[src/rtl/spxy_pkg.sv]
// ----------------------------------------------------------------------------
// Sonar packet to x/y points - package
// Types, constants and tables shared by the controller and datapath.
// ----------------------------------------------------------------------------
`timescale 1ns / 1ps
`default_nettype none

package spxy_pkg;

   localparam int CORDIC_STEPS = 24;
   localparam int ZW           = 40;   // angle in Q30 degrees, signed
   localparam int XW           = 52;   // rotation datapath, signed
   localparam int OUT_W        = 41;

   localparam logic [17:0] OFFSET_MAX   = 18'h3FFFF;
   localparam logic [17:0] OFS_BEAMS_HI = 18'd70;
   localparam logic [17:0] OFS_BEAMS_LO = 18'd71;
   localparam logic [17:0] OFS_SECT_HI  = 18'd74;
   localparam logic [17:0] OFS_SECT_LO  = 18'd75;
   localparam logic [17:0] OFS_RES_HI   = 18'd85;
   localparam logic [17:0] OFS_RES_LO   = 18'd86;
   localparam logic [17:0] OFS_LAT_HI   = 18'd120;
   localparam logic [17:0] OFS_LAT_LO   = 18'd121;

   localparam logic signed [18:0] DEG360_Q8 = 19'sd92160;
   localparam logic [8:0]         DEG360    = 9'd360;

   localparam logic [31:0] INV_GAIN_Q32 = 32'd2608131496;

   localparam logic signed [ZW-1:0] DEG90_Q30  = 40'sd96636764160;
   localparam logic signed [ZW-1:0] DEG180_Q30 = 40'sd193273528320;
   localparam logic signed [ZW-1:0] DEG360_Q30 = 40'sd386547056640;

   localparam logic signed [XW-1:0] OUT_MAX = 52'sd1099511627775;
   localparam logic signed [XW-1:0] OUT_MIN = -52'sd1099511627776;

   typedef struct packed {
      logic accept;
      logic div_step;
      logic mul1;
      logic mul2;
      logic rot_step;
      logic fin;
   } cmd_type;

   typedef struct packed {
      logic is_bdo;
      logic is_beam;
      logic div_last;
      logic rot_last;
      logic out_free;
   } sts_type;

   function automatic logic signed [ZW-1:0] atan_q30(input logic [4:0] idx);
      logic signed [ZW-1:0] v;
      case (idx)
         5'd0:  v = 40'sd48318382080;
         5'd1:  v = 40'sd28524006505;
         5'd2:  v = 40'sd15071301663;
         5'd3:  v = 40'sd7650428050;
         5'd4:  v = 40'sd3840059795;
         5'd5:  v = 40'sd1921901881;
         5'd6:  v = 40'sd961185452;
         5'd7:  v = 40'sd480622057;
         5'd8:  v = 40'sd240314695;
         5'd9:  v = 40'sd120157806;
         5'd10: v = 40'sd60078960;
         5'd11: v = 40'sd30039487;
         5'd12: v = 40'sd15019745;
         5'd13: v = 40'sd7509872;
         5'd14: v = 40'sd3754936;
         5'd15: v = 40'sd1877468;
         5'd16: v = 40'sd938734;
         5'd17: v = 40'sd469367;
         5'd18: v = 40'sd234684;
         5'd19: v = 40'sd117342;
         5'd20: v = 40'sd58671;
         5'd21: v = 40'sd29335;
         5'd22: v = 40'sd14668;
         5'd23: v = 40'sd7334;
         default: v = '0;
      endcase
      return v;
   endfunction

   function automatic logic [OUT_W-1:0] sat_out(input logic signed [XW-1:0] v);
      logic signed [XW-1:0] s;
      if (v > OUT_MAX) begin
         s = OUT_MAX;
      end else if (v < OUT_MIN) begin
         s = OUT_MIN;
      end else begin
         s = v;
      end
      return s[OUT_W-1:0];
   endfunction

endpackage

`default_nettype wire

[src/rtl/spxy_ctrl.sv]
// ----------------------------------------------------------------------------
// Sonar packet to x/y points - controller
// Sequences byte intake, angle-step division and beam rotation.
// ----------------------------------------------------------------------------
`timescale 1ns / 1ps
`default_nettype none

module spxy_ctrl (
   input  wire logic              clock,
   input  wire logic              reset,
   input  wire logic              req_tvalid,
   output logic                   req_tready,
   input  wire spxy_pkg::sts_type sts,
   output spxy_pkg::cmd_type      cmd
);
   import spxy_pkg::*;

   typedef enum logic [5:0] {
      ST_IDLE = 6'b000001,
      ST_DIV  = 6'b000010,
      ST_MUL1 = 6'b000100,
      ST_MUL2 = 6'b001000,
      ST_ROT  = 6'b010000,
      ST_FIN  = 6'b100000
   } state_type;

   state_type state_ff, state_in;

   always_ff @(posedge clock) begin
      if (reset) begin
         state_ff <= ST_IDLE;
      end else begin
         state_ff <= state_in;
      end
   end

   always_comb begin
      state_in     = state_ff;
      cmd          = '0;
      req_tready   = 1'b0;
      unique case (state_ff)
         ST_IDLE: begin
            req_tready = 1'b1;
            cmd.accept = req_tvalid;
            if (req_tvalid) begin
               if (sts.is_bdo) begin
                  state_in = ST_DIV;
               end else if (sts.is_beam) begin
                  state_in = ST_MUL1;
               end
            end
         end
         ST_DIV: begin
            cmd.div_step = 1'b1;
            if (sts.div_last) begin
               state_in = ST_IDLE;
            end
         end
         ST_MUL1: begin
            cmd.mul1 = 1'b1;
            state_in = ST_MUL2;
         end
         ST_MUL2: begin
            cmd.mul2 = 1'b1;
            state_in = ST_ROT;
         end
         ST_ROT: begin
            cmd.rot_step = 1'b1;
            if (sts.rot_last) begin
               state_in = ST_FIN;
            end
         end
         ST_FIN: begin
            if (sts.out_free) begin
               cmd.fin  = 1'b1;
               state_in = ST_IDLE;
            end
         end
         default: begin
            state_in = ST_IDLE;
         end
      endcase
   end

endmodule

`default_nettype wire

[src/rtl/spxy_datapath.sv]
// ----------------------------------------------------------------------------
// Sonar packet to x/y points - datapath
// Header capture, restoring divider, multipliers, CORDIC and result register.
// ----------------------------------------------------------------------------
`timescale 1ns / 1ps
`default_nettype none

module spxy_datapath #(
   parameter int ANGLE_FRAC_BITS  = 16,
   parameter int BEAM_DATA_OFFSET = 256
) (
   input  wire logic                          clock,
   input  wire logic                          reset,
   input  wire logic [7:0]                    data_byte,
   input  wire logic                          packet_start,
   input  wire logic                          csr_we,
   input  wire logic [17:0]                   csr_data,
   input  wire logic                          rsp_tready,
   output logic                               rsp_tvalid,
   output logic [spxy_pkg::OUT_W-1:0]         x_pos,
   output logic [spxy_pkg::OUT_W-1:0]         y_pos,
   output logic [15:0]                        beam_index,
   output logic [15:0]                        ping_latency,
   output logic                               last_beam,
   input  wire spxy_pkg::cmd_type             cmd,
   output spxy_pkg::sts_type                  sts
);
   import spxy_pkg::*;

   localparam int AW = 9 + ANGLE_FRAC_BITS;
   localparam int DW = 16 + ANGLE_FRAC_BITS;
   localparam int CW = $clog2(DW + 1);
   localparam logic [17:0] BDO = 18'(BEAM_DATA_OFFSET);

   logic [17:0]  start_ff;
   logic [17:0]  offset_ff;
   logic [15:0]  beams_ff, sector_ff, res_ff, lat_ff, done_ff;
   logic [7:0]   hold_ff;
   logic [AW-1:0] angle_ff, step_ff;

   logic [15:0]  range_ff;
   logic [31:0]  mag_ff;
   logic [15:0]  rem_ff, dvd_ff;
   logic [8:0]   qhi_ff;
   logic [ANGLE_FRAC_BITS-1:0] qlo_ff;
   logic [CW-1:0] iter_ff;
   logic signed [XW-1:0] x_ff, y_ff;
   logic signed [ZW-1:0] z_ff;
   logic          flip_ff;
   logic          valid_ff;
   logic [OUT_W-1:0] xo_ff, yo_ff;
   logic [15:0]   idx_ff, lato_ff;
   logic          last_ff;

   logic [17:0]  cur;
   logic         at_data;
   logic         odd_rel;

   always_comb begin
      cur         = packet_start ? 18'd0 : offset_ff;
      at_data     = (cur >= BDO);
      odd_rel     = cur[0] ^ BDO[0];
      sts.is_bdo  = (cur == BDO);
      sts.is_beam = at_data && odd_rel && (done_ff < beams_ff);
      sts.div_last = (iter_ff == CW'(DW - 1));
      sts.rot_last = (iter_ff == CW'(CORDIC_STEPS - 1));
      sts.out_free = !valid_ff || rsp_tready;
   end

   // start angle reduced to [0, 360)
   logic signed [18:0] sa0, sa1, sa2, sa3;
   logic [AW-1:0]      angle_init;
   always_comb begin
      sa0 = signed'({start_ff[17], start_ff});
      sa1 = (sa0 < 0) ? sa0 + DEG360_Q8 : sa0;
      sa2 = (sa1 < 0) ? sa1 + DEG360_Q8 : sa1;
      sa3 = (sa2 >= DEG360_Q8) ? sa2 - DEG360_Q8 : sa2;
      angle_init = AW'(sa3[16:0]) << (ANGLE_FRAC_BITS - 8);
   end

   // divider step
   logic [16:0] dtrial;
   logic        dge;
   logic [15:0] rem_n;
   logic [9:0]  qhi_t;
   logic [8:0]  qhi_n;
   logic [ANGLE_FRAC_BITS-1:0] qlo_n;
   always_comb begin
      dtrial = {rem_ff, dvd_ff[15]};
      dge    = (dtrial >= {1'b0, beams_ff});
      rem_n  = dge ? 16'(dtrial - {1'b0, beams_ff}) : dtrial[15:0];
      qhi_t  = {qhi_ff, dge};
      qhi_n  = qhi_ff;
      qlo_n  = qlo_ff;
      if (iter_ff < CW'(16)) begin
         qhi_n = (qhi_t >= {1'b0, DEG360}) ? 9'(qhi_t - {1'b0, DEG360}) : qhi_t[8:0];
      end else begin
         qlo_n = {qlo_ff[ANGLE_FRAC_BITS-2:0], dge};
      end
   end

   // rotation start
   logic [63:0]          prod;
   logic signed [ZW-1:0] za, zb, zc;
   logic                 flip_n;
   always_comb begin
      prod   = 64'(mag_ff) * 64'(INV_GAIN_Q32);
      za     = ZW'(angle_ff) <<< (30 - ANGLE_FRAC_BITS);
      zb     = (za > DEG180_Q30) ? za - DEG360_Q30 : za;
      zc     = zb;
      flip_n = 1'b0;
      if (zb > DEG90_Q30) begin
         zc     = zb - DEG180_Q30;
         flip_n = 1'b1;
      end else if (zb < -DEG90_Q30) begin
         zc     = zb + DEG180_Q30;
         flip_n = 1'b1;
      end
   end

   // CORDIC step
   logic signed [XW-1:0] dx, dy;
   logic signed [ZW-1:0] at;
   always_comb begin
      dx = y_ff >>> iter_ff[4:0];
      dy = x_ff >>> iter_ff[4:0];
      at = atan_q30(iter_ff[4:0]);
   end

   // final rounding
   logic signed [XW-1:0] xf, yf, xr, yr;
   logic [AW:0]          angle_sum;
   always_comb begin
      xf = flip_ff ? -x_ff : x_ff;
      yf = flip_ff ? -y_ff : y_ff;
      xr = (xf + XW'(128)) >>> 8;
      yr = (yf + XW'(128)) >>> 8;
      angle_sum = {1'b0, angle_ff} + {1'b0, step_ff};
   end

   // control and header state
   always_ff @(posedge clock) begin
      if (reset) begin
         start_ff  <= '0;
         offset_ff <= '0;
         beams_ff  <= '0;
         sector_ff <= '0;
         res_ff    <= '0;
         lat_ff    <= '0;
         hold_ff   <= '0;
         done_ff   <= '0;
         angle_ff  <= '0;
         step_ff   <= '0;
         valid_ff  <= 1'b0;
      end else begin
         if (csr_we) begin
            start_ff <= csr_data;
         end
         if (cmd.accept) begin
            offset_ff <= (cur < OFFSET_MAX) ? cur + 18'd1 : cur;
            unique case (cur)
               OFS_BEAMS_HI: beams_ff[15:8]  <= data_byte;
               OFS_BEAMS_LO: beams_ff[7:0]   <= data_byte;
               OFS_SECT_HI:  sector_ff[15:8] <= data_byte;
               OFS_SECT_LO:  sector_ff[7:0]  <= data_byte;
               OFS_RES_HI:   res_ff[15:8]    <= data_byte;
               OFS_RES_LO:   res_ff[7:0]     <= data_byte;
               OFS_LAT_HI:   lat_ff[15:8]    <= data_byte;
               OFS_LAT_LO:   lat_ff[7:0]     <= data_byte;
               default: ;
            endcase
            if (at_data && !odd_rel) begin
               hold_ff <= data_byte;
            end
            if (sts.is_bdo) begin
               angle_ff <= angle_init;
               done_ff  <= '0;
            end
         end
         if (cmd.div_step && sts.div_last) begin
            step_ff <= (beams_ff != 16'd0) ? {qhi_n, qlo_n} : '0;
         end
         if (cmd.fin) begin
            done_ff  <= done_ff + 16'd1;
            angle_ff <= (angle_sum >= (AW+1)'(360) << ANGLE_FRAC_BITS)
                        ? AW'(angle_sum - ((AW+1)'(360) << ANGLE_FRAC_BITS))
                        : angle_sum[AW-1:0];
            valid_ff <= 1'b1;
         end else if (rsp_tready) begin
            valid_ff <= 1'b0;
         end
      end
   end

   // working registers
   always_ff @(posedge clock) begin
      if (cmd.accept) begin
         range_ff <= {hold_ff, data_byte};
         rem_ff   <= '0;
         dvd_ff   <= sector_ff;
         qhi_ff   <= '0;
         qlo_ff   <= '0;
         iter_ff  <= '0;
      end
      if (cmd.div_step) begin
         rem_ff  <= rem_n;
         dvd_ff  <= {dvd_ff[14:0], 1'b0};
         qhi_ff  <= qhi_n;
         qlo_ff  <= qlo_n;
         iter_ff <= iter_ff + CW'(1);
      end
      if (cmd.mul1) begin
         mag_ff <= 32'(range_ff) * 32'(res_ff);
      end
      if (cmd.mul2) begin
         x_ff    <= XW'(prod[63:16]);
         y_ff    <= '0;
         z_ff    <= zc;
         flip_ff <= flip_n;
         iter_ff <= '0;
      end
      if (cmd.rot_step) begin
         if (!z_ff[ZW-1]) begin
            x_ff <= x_ff - dx;
            y_ff <= y_ff + dy;
            z_ff <= z_ff - at;
         end else begin
            x_ff <= x_ff + dx;
            y_ff <= y_ff - dy;
            z_ff <= z_ff + at;
         end
         iter_ff <= iter_ff + CW'(1);
      end
      if (cmd.fin) begin
         xo_ff   <= sat_out(xr);
         yo_ff   <= sat_out(yr);
         idx_ff  <= done_ff;
         lato_ff <= lat_ff;
         last_ff <= ({1'b0, done_ff} + 17'd1) == {1'b0, beams_ff};
      end
   end

   assign rsp_tvalid   = valid_ff;
   assign x_pos        = xo_ff;
   assign y_pos        = yo_ff;
   assign beam_index   = idx_ff;
   assign ping_latency = lato_ff;
   assign last_beam    = last_ff;

endmodule

`default_nettype wire

[src/rtl/sonar_packet_to_xy_points.sv]
// ----------------------------------------------------------------------------
// Sonar packet to x/y points - top level
// Parses sonar ping bytes and emits one CORDIC-rotated x/y point per beam.
// ----------------------------------------------------------------------------
// Channel   Dir  Handshake              Payload
// req_      in   req_tvalid/tready      tdata: data_byte; tuser: packet_start
// rsp_      out  rsp_tvalid/tready      tdata: x,y,index,latency; tlast: last
// csr_      in   csr_valid/csr_ready    csr_data: start_angle
//
// Header bytes, high range bytes and bytes past the last beam are accepted
// directly; the byte at the beam data offset runs the restoring divider, and
// the low byte of a beam runs two multiplies, 24 CORDIC iterations and
// rounding, before the next byte is accepted. Results wait in an output
// register; a further beam stalls only while that register is full. Reset is
// synchronous and clears the parser, angle state and result valid.
// ----------------------------------------------------------------------------
`timescale 1ns / 1ps
`default_nettype none

module sonar_packet_to_xy_points #(
   parameter int ANGLE_FRAC_BITS  = 16,
   parameter int BEAM_DATA_OFFSET = 256
) (
   input  wire logic         clock,
   input  wire logic         reset,
   input  wire logic         req_tvalid,
   output logic              req_tready,
   input  wire logic [7:0]   req_tdata,   // [7:0] data_byte
   input  wire logic         req_tuser,   // [0] packet_start
   output logic              rsp_tvalid,
   input  wire logic         rsp_tready,
   output logic [119:0]      rsp_tdata,   // x_pos, y_pos, beam_index, ping_latency, pad
   output logic              rsp_tlast,
   input  wire logic         csr_valid,
   output logic              csr_ready,
   input  wire logic [17:0]  csr_data
);
   import spxy_pkg::*;

   cmd_type cmd;
   sts_type sts;
   logic [OUT_W-1:0] x_pos, y_pos;
   logic [15:0]      beam_index, ping_latency;

   assign csr_ready = 1'b1;

   spxy_ctrl u_ctrl (
      .clock      (clock),
      .reset      (reset),
      .req_tvalid (req_tvalid),
      .req_tready (req_tready),
      .sts        (sts),
      .cmd        (cmd)
   );

   spxy_datapath #(
      .ANGLE_FRAC_BITS  (ANGLE_FRAC_BITS),
      .BEAM_DATA_OFFSET (BEAM_DATA_OFFSET)
   ) u_dp (
      .clock        (clock),
      .reset        (reset),
      .data_byte    (req_tdata),
      .packet_start (req_tuser),
      .csr_we       (csr_valid),
      .csr_data     (csr_data),
      .rsp_tready   (rsp_tready),
      .rsp_tvalid   (rsp_tvalid),
      .x_pos        (x_pos),
      .y_pos        (y_pos),
      .beam_index   (beam_index),
      .ping_latency (ping_latency),
      .last_beam    (rsp_tlast),
      .cmd          (cmd),
      .sts          (sts)
   );

   assign rsp_tdata = {6'd0, ping_latency, beam_index, y_pos, x_pos};

endmodule

`default_nettype wire

[config.mk]
export PLATFORM = sky130hd
export DESIGN_NAME = sonar_packet_to_xy_points
export DESIGN_NICKNAME = d
export VERILOG_FILES = /design/src/rtl/spxy_pkg.sv /design/src/rtl/spxy_ctrl.sv /design/src/rtl/spxy_datapath.sv /design/src/rtl/sonar_packet_to_xy_points.sv
export SDC_FILE = /design/constraint.sdc
export NUM_CORES = 2
export LEC_CHECK = 0
export ABC_CLOCK_PERIOD_IN_PS = 14900
export BUFFER_PORTS_ARGS = -buffer_cell sky130_fd_sc_hd__buf_2
export CAP_MARGIN = 10
export CORE_MARGIN = 10
export CORE_UTILIZATION = 54
export CTS_CLUSTER_DIAMETER = 50
export DETAILED_ROUTE_END_ITERATION = 10
export PLACE_DENSITY = 0.68
export REMOVE_ABC_BUFFERS = 1
export SLEW_MARGIN = 20
export SYNTH_ARGS = -nofsm -noshare
export SYNTH_HDL_FRONTEND = slang
export SYNTH_SLANG_ARGS = --single-unit
[constraint.sdc]
create_clock -name clock -period 14.9 [get_ports clock]
set_input_delay 3.725 -clock clock [delete_from_list [all_inputs] [get_ports clock]]
set_output_delay 3.725 -clock clock [all_outputs]
set_load 0.02 [all_outputs]
==> run summary <==
The run finished with clean final reports. The tools report the number of buffers inserted by post-CTS setup repair as 0. The endpoint of the worst-slack reg-to-reg timing path was u_dp.x_ff[43]$_DFFE_PP_. The analysis attributes to cell leakage a power of 35.86 nW.

Adding up every negative setup slack in the final design gives 0 ns. The tightest min-delay check is of the reg -> reg type. Of all nets on the critical path, the largest fanout is 54. The count of final max-slew check failures is 0.

Cell row count: 138. The initial utilization of the core area, before any placement, comes to 54.44%. Measured along the y axis, the die boundary spans 398.0 um. Final hold slack: 0.4297 ns. The portion of total power attributed to the clock network was 47.6%.

The final setup violation count was 0. In this run the worst setup path begins at u_dp.iter_ff[2]$_DFFE_PN_. The detailed router placed 63770 vias in this run. At the pin with the least slew margin, the transition time is 1.157 ns.

The register area share after synthesis was 20.05%; the post-synthesis instance area was 0.07717 sq mm. The library cells used most frequently in the layout, excluding fill and tap cells, are sky130_fd_sc_hd__inv_1 (1074), sky130_fd_sc_hd__ha_1 (689), sky130_fd_sc_hd__nand2_1 (682). The aggregate routed wire length is 233.3 mm. The count of nets left with antenna violations once routing finished came out at 0. Number of instances on the worst hold path: 0. After detailed routing, the number of vias per cell comes to 6.129. The run gives 0.1418 sq mm as the floorplan core area. The number of hold violations in the final report came out at 0. The post-cts resize count was 0. The number of CTS-inserted buffers came out at 84. For this run, design rule violations remaining after detail routing come to 0. The power density over cell area was 53.94 mW/mm^2.

The tools report the critical path arrival as 9.02 ns. Die extent in x: 398.0 um. Number of input and output port buffers inserted: 148. Synthesis handed over a netlist of 8598 instances.

VDD sags by at most 93.66 uV. The number of cells on the worst reg-to-reg path is 23. The register-to-register path setup slack is 6.31 ns. In this run, flip-flops and latches consume 39.8% of the power. Dividing the final minimum period by the clock period gives 57.64%. The via count of the first global-routing pass is 63190, and the upper clock frequency limit is 0.1164 GHz.

Among all flip-flop cells after synthesis, the most frequent one is sky130_fd_sc_hd__edfxtp_1. The share of layout cells above drive strength 1 came out at 8.351%. Leaving out fill and tap cells, the most frequent cell in the layout is sky130_fd_sc_hd__inv_1. The global-route total usage across every layer is 29.16%. The number of synthesis warnings came out at 0.

After synthesis, the share of flip-flops with an asynchronous set or reset is 0%. The number of buffers on the longest clock path was 3; the initial detailed-routing violation count was 6060. Type of element capturing the critical path: a register. In this run the most critical hold path is launched from u_dp.lat_ff[10]$_SDFFE_PP0P_.

The H-tree was split into 3 levels. The floorplan step defined a die boundary enclosing 0.1584 sq mm. The area growth from synthesis to layout is 6.252%. The tools report the global-route wire length before repair as 368.5 mm. After legalization and detailed placement, the total HPWL measured 180.6 mm.

Before antenna repair, the detailed router went through 6 iterations. The master cell of the clock root buffer is sky130_fd_sc_hd__clkbuf_16. The tools report the end of the worst hold path as u_dp.ping_latency[10]$_DFFE_PP_.

The switching share of power is 27.55%, and the worst slew margin relative to its limit is 20.87%. In this run the power spent charging and discharging nets is 1.218 mW. In the final routed layout, each cell accounts on average for 22.42 um.

Type of the worst setup path: reg -> reg. Post-synthesis area per instance: 8.975 sq um. In this run the critical register-to-register path is launched from u_dp.iter_ff[2]$_DFFE_PN_. The tools report the initial antenna violation count as 4.

Clock tree synthesis found a total of 588 sinks. For the clock latency at the later pin of the worst-skew pair, the log shows 0.72 ns. On the final layout, the worst clock skew is 0.05437 ns.

Entering global routing, the biggest net connects 158 pins. The worst path needs 8.588 ns of the cycle, external delays included. Combinational logic burns 12.6% of the power. After clock tree synthesis, the clock-pin slew on the worst setup and hold paths is 0.06 ns. TritonCTS built the clock tree. For the critical path data required time, the log shows 15.33 ns.

The synthesized design contains 588 register bits. The final layout contains 9821 nets. The internal portion of the total power is 3.204 mW. For the count of unique library cells instantiated by Yosys, the log shows 103. The I/O pin total was 156; the remaining global-route overflow was 0.

Across the run, the number of max-cap violations was 0. For the final weighted congestion of routability-driven global placement, the log shows 1.018. The launching element type of the critical path is a register.

The synthesized design contains 370 enable-type register cells. Setup repair after global routing left no endpoint under its margin. The number of hold buffers added after CTS was 0. Fill cells in the final layout number 12590.
[metal layers]
| metal | routed length (um) | share of wire (%) | global-route usage, % | up-vias |
|---|---|---|---|---|
| met4 | 7599 | 3.3 | 8.683 | 4 |
| met2 | 103800 | 44 | 45.36 | 2664 |
| met3 | 19120 | 8.2 | 5.258 | 389 |
| met5 | 47 | 0.020 | 0 | - |
| li1 | - | - | - | 29480 |
| met1 | 102700 | 44 | 41.29 | 31230 |
[cell type report]
class	count	area, sq um	share of cell area [%]
Inverter	1081	4063	4.955
Clock buffer	102	2282	2.783
Timing Repair Buffer	217	1323	1.613
Tap cell	1890	2365	2.884
Sequential cell	588	15470	18.87
Multi-Input combinational cell	6472	55790	68.05
Antenna cell	1	2.502	0.003052
Clock inverter	54	688.2	0.8393
[flip-flops by register name, indices dropped and copies added, names as in the netlist, 16 cells and up]
signal,flops
u_dp.x_ff,52
u_dp.y_ff,52
u_dp.x_pos,41
u_dp.y_pos,41
u_dp.z_ff,40
u_dp.at,36
u_dp.mag_ff,32
u_dp.angle_ff,25
u_dp.step_ff,25
u_dp.offset_ff,18
u_dp.start_ff,18
u_dp.beam_index,16
u_dp.beams_ff,16
u_dp.done_ff,16
u_dp.dvd_ff,16
u_dp.lat_ff,16
u_dp.ping_latency,16
u_dp.qlo_ff,16
u_dp.range_ff,16
u_dp.rem_ff,16
u_dp.res_ff,16
u_dp.sector_ff,16
[synthesized netlist by cell type (22+ instances only)]
library cell	number	area, sq um
sky130_fd_sc_hd__edfxtp_1	370	11110
sky130_fd_sc_hd__mux2i_1	236	2362
sky130_fd_sc_hd__o31ai_1	52	390.4
sky130_fd_sc_hd__nor4_1	52	325.3
sky130_fd_sc_hd__a21o_1	154	1156
sky130_fd_sc_hd__clkbuf_1	337	1265
sky130_fd_sc_hd__or3_1	35	219.0
sky130_fd_sc_hd__a22oi_1	29	217.7
sky130_fd_sc_hd__fa_1	656	13130
sky130_fd_sc_hd__nand2b_1	66	412.9
sky130_fd_sc_hd__o21ai_0	355	1777
sky130_fd_sc_hd__or2_2	37	231.5
sky130_fd_sc_hd__a21oi_1	510	2552
sky130_fd_sc_hd__a22o_1	25	219.0
sky130_fd_sc_hd__o22ai_1	66	412.9
sky130_fd_sc_hd__o21bai_1	44	330.3
sky130_fd_sc_hd__a31oi_1	81	506.7
sky130_fd_sc_hd__inv_1	1076	4039
sky130_fd_sc_hd__nand4_1	66	412.9
sky130_fd_sc_hd__nand2_1	685	2571
sky130_fd_sc_hd__mux4_2	136	3063
sky130_fd_sc_hd__and4_1	24	210.2
sky130_fd_sc_hd__dfxtp_1	218	4364
sky130_fd_sc_hd__and3_1	69	431.7
sky130_fd_sc_hd__o211ai_1	26	195.2
sky130_fd_sc_hd__o21ai_2	30	262.8
sky130_fd_sc_hd__xnor2_1	313	2741
sky130_fd_sc_hd__buf_1	42	157.7
sky130_fd_sc_hd__a211oi_1	70	525.5
sky130_fd_sc_hd__mux2_2	75	844.6
sky130_fd_sc_hd__buf_2	49	245.2
sky130_fd_sc_hd__nor2b_1	71	444.2
sky130_fd_sc_hd__and2_1	144	900.9
sky130_fd_sc_hd__or4_1	24	180.2
sky130_fd_sc_hd__xor2_1	241	2111
sky130_fd_sc_hd__nor3b_1	22	165.2
sky130_fd_sc_hd__nor3_1	130	650.6
sky130_fd_sc_hd__nand3_1	145	725.7
sky130_fd_sc_hd__o21a_1	60	450.4
sky130_fd_sc_hd__ha_1	689	8621
sky130_fd_sc_hd__nor2_1	673	2526
[per-stage QoR]
step           power (mW)  area (sq um)  std cells  util (%)  worst slack [ns]
2_1_floorplan       2.189         75220       8141         -             2.760
3_3_place_gp        2.334         78990      10250     55.72             6.460
3_5_place_dp        2.338         79000      10250     55.73             6.367
4_1_cts             4.455         81970      10400     57.82             6.360
5_1_grt             4.583         81990      10410     57.84             5.718
6_report            4.422         81990      10410     57.84             6.312
[kinds of logic (layout without fill, tap and decap cells)]
family / after synthesis / after routing / synth area share (%)
adder cells (fa/ha/maj): 1345 / 1345 / 28.19
AO/OA/AOI/OAI: 1796 / 1796 / 15.04
XOR/XNOR: 554 / 554 / 6.288
other: 2 / 8 / 0.009732
multiplexers: 448 / 448 / 8.154
buffers and inverters: 1543 / 1454 / 7.802
AND/OR/NAND/NOR: 2322 / 2322 / 14.47
flip-flops: 588 / 588 / 20.05
[worst max-delay path by stage]
| stage | endpoint | slack [ns] | cells past startpoint |
|---|---|---|---|
| 2_1_floorplan | u_dp.at[4]$_DFF_P_ | 2.76 | 9 |
| 3_3_place_gp | u_dp.x_ff[47]$_DFFE_PP_ | 6.46 | 25 |
| 3_5_place_dp | u_dp.x_ff[47]$_DFFE_PP_ | 6.37 | 25 |
| 4_1_cts | u_dp.x_ff[47]$_DFFE_PP_ | 6.36 | 25 |
| 5_1_grt | u_dp.y_ff[38]$_SDFFCE_PN0P_ | 5.72 | 21 |
| 6_report | u_dp.x_ff[43]$_DFFE_PP_ | 6.31 | 23 |
[worst max-delay path, stage by stage (launching register included)]
cell and delay [ns]:
sky130_fd_sc_hd__edfxtp_1 0.36, sky130_fd_sc_hd__buf_4 0.62, sky130_fd_sc_hd__buf_4 0.65, sky130_fd_sc_hd__mux4_2 0.43, sky130_fd_sc_hd__mux2i_1 0.43, sky130_fd_sc_hd__o21ai_0 0.20, sky130_fd_sc_hd__a211oi_1 0.69, sky130_fd_sc_hd__and4_1 0.38
sky130_fd_sc_hd__nand4_1 0.31, sky130_fd_sc_hd__nor2_1 0.22, sky130_fd_sc_hd__a21oi_1 0.10, sky130_fd_sc_hd__xnor2_1 0.19, sky130_fd_sc_hd__ha_1 0.39, sky130_fd_sc_hd__a21o_1 0.18, sky130_fd_sc_hd__a21o_1 0.20, sky130_fd_sc_hd__a2111oi_0 0.64
sky130_fd_sc_hd__o211ai_1 0.31, sky130_fd_sc_hd__nand3_1 0.22, sky130_fd_sc_hd__o22ai_1 0.14, sky130_fd_sc_hd__a31oi_1 0.61, sky130_fd_sc_hd__o21ai_0 0.41, sky130_fd_sc_hd__a31oi_1 0.29, sky130_fd_sc_hd__xor2_1 0.18, sky130_fd_sc_hd__o21ai_0 0.09
[power groups by stage]
stage | clock network (mW) | logic, mW | registers, mW
after floorplan | 0 | 0.388 | 1.80
after CTS | 2.15 | 0.547 | 1.76
after global placement | 0 | 0.539 | 1.79
after detailed placement | 0 | 0.543 | 1.80
after global routing | 2.21 | 0.607 | 1.76
final | 2.10 | 0.557 | 1.76
Power figures use the tool's default switching activity.
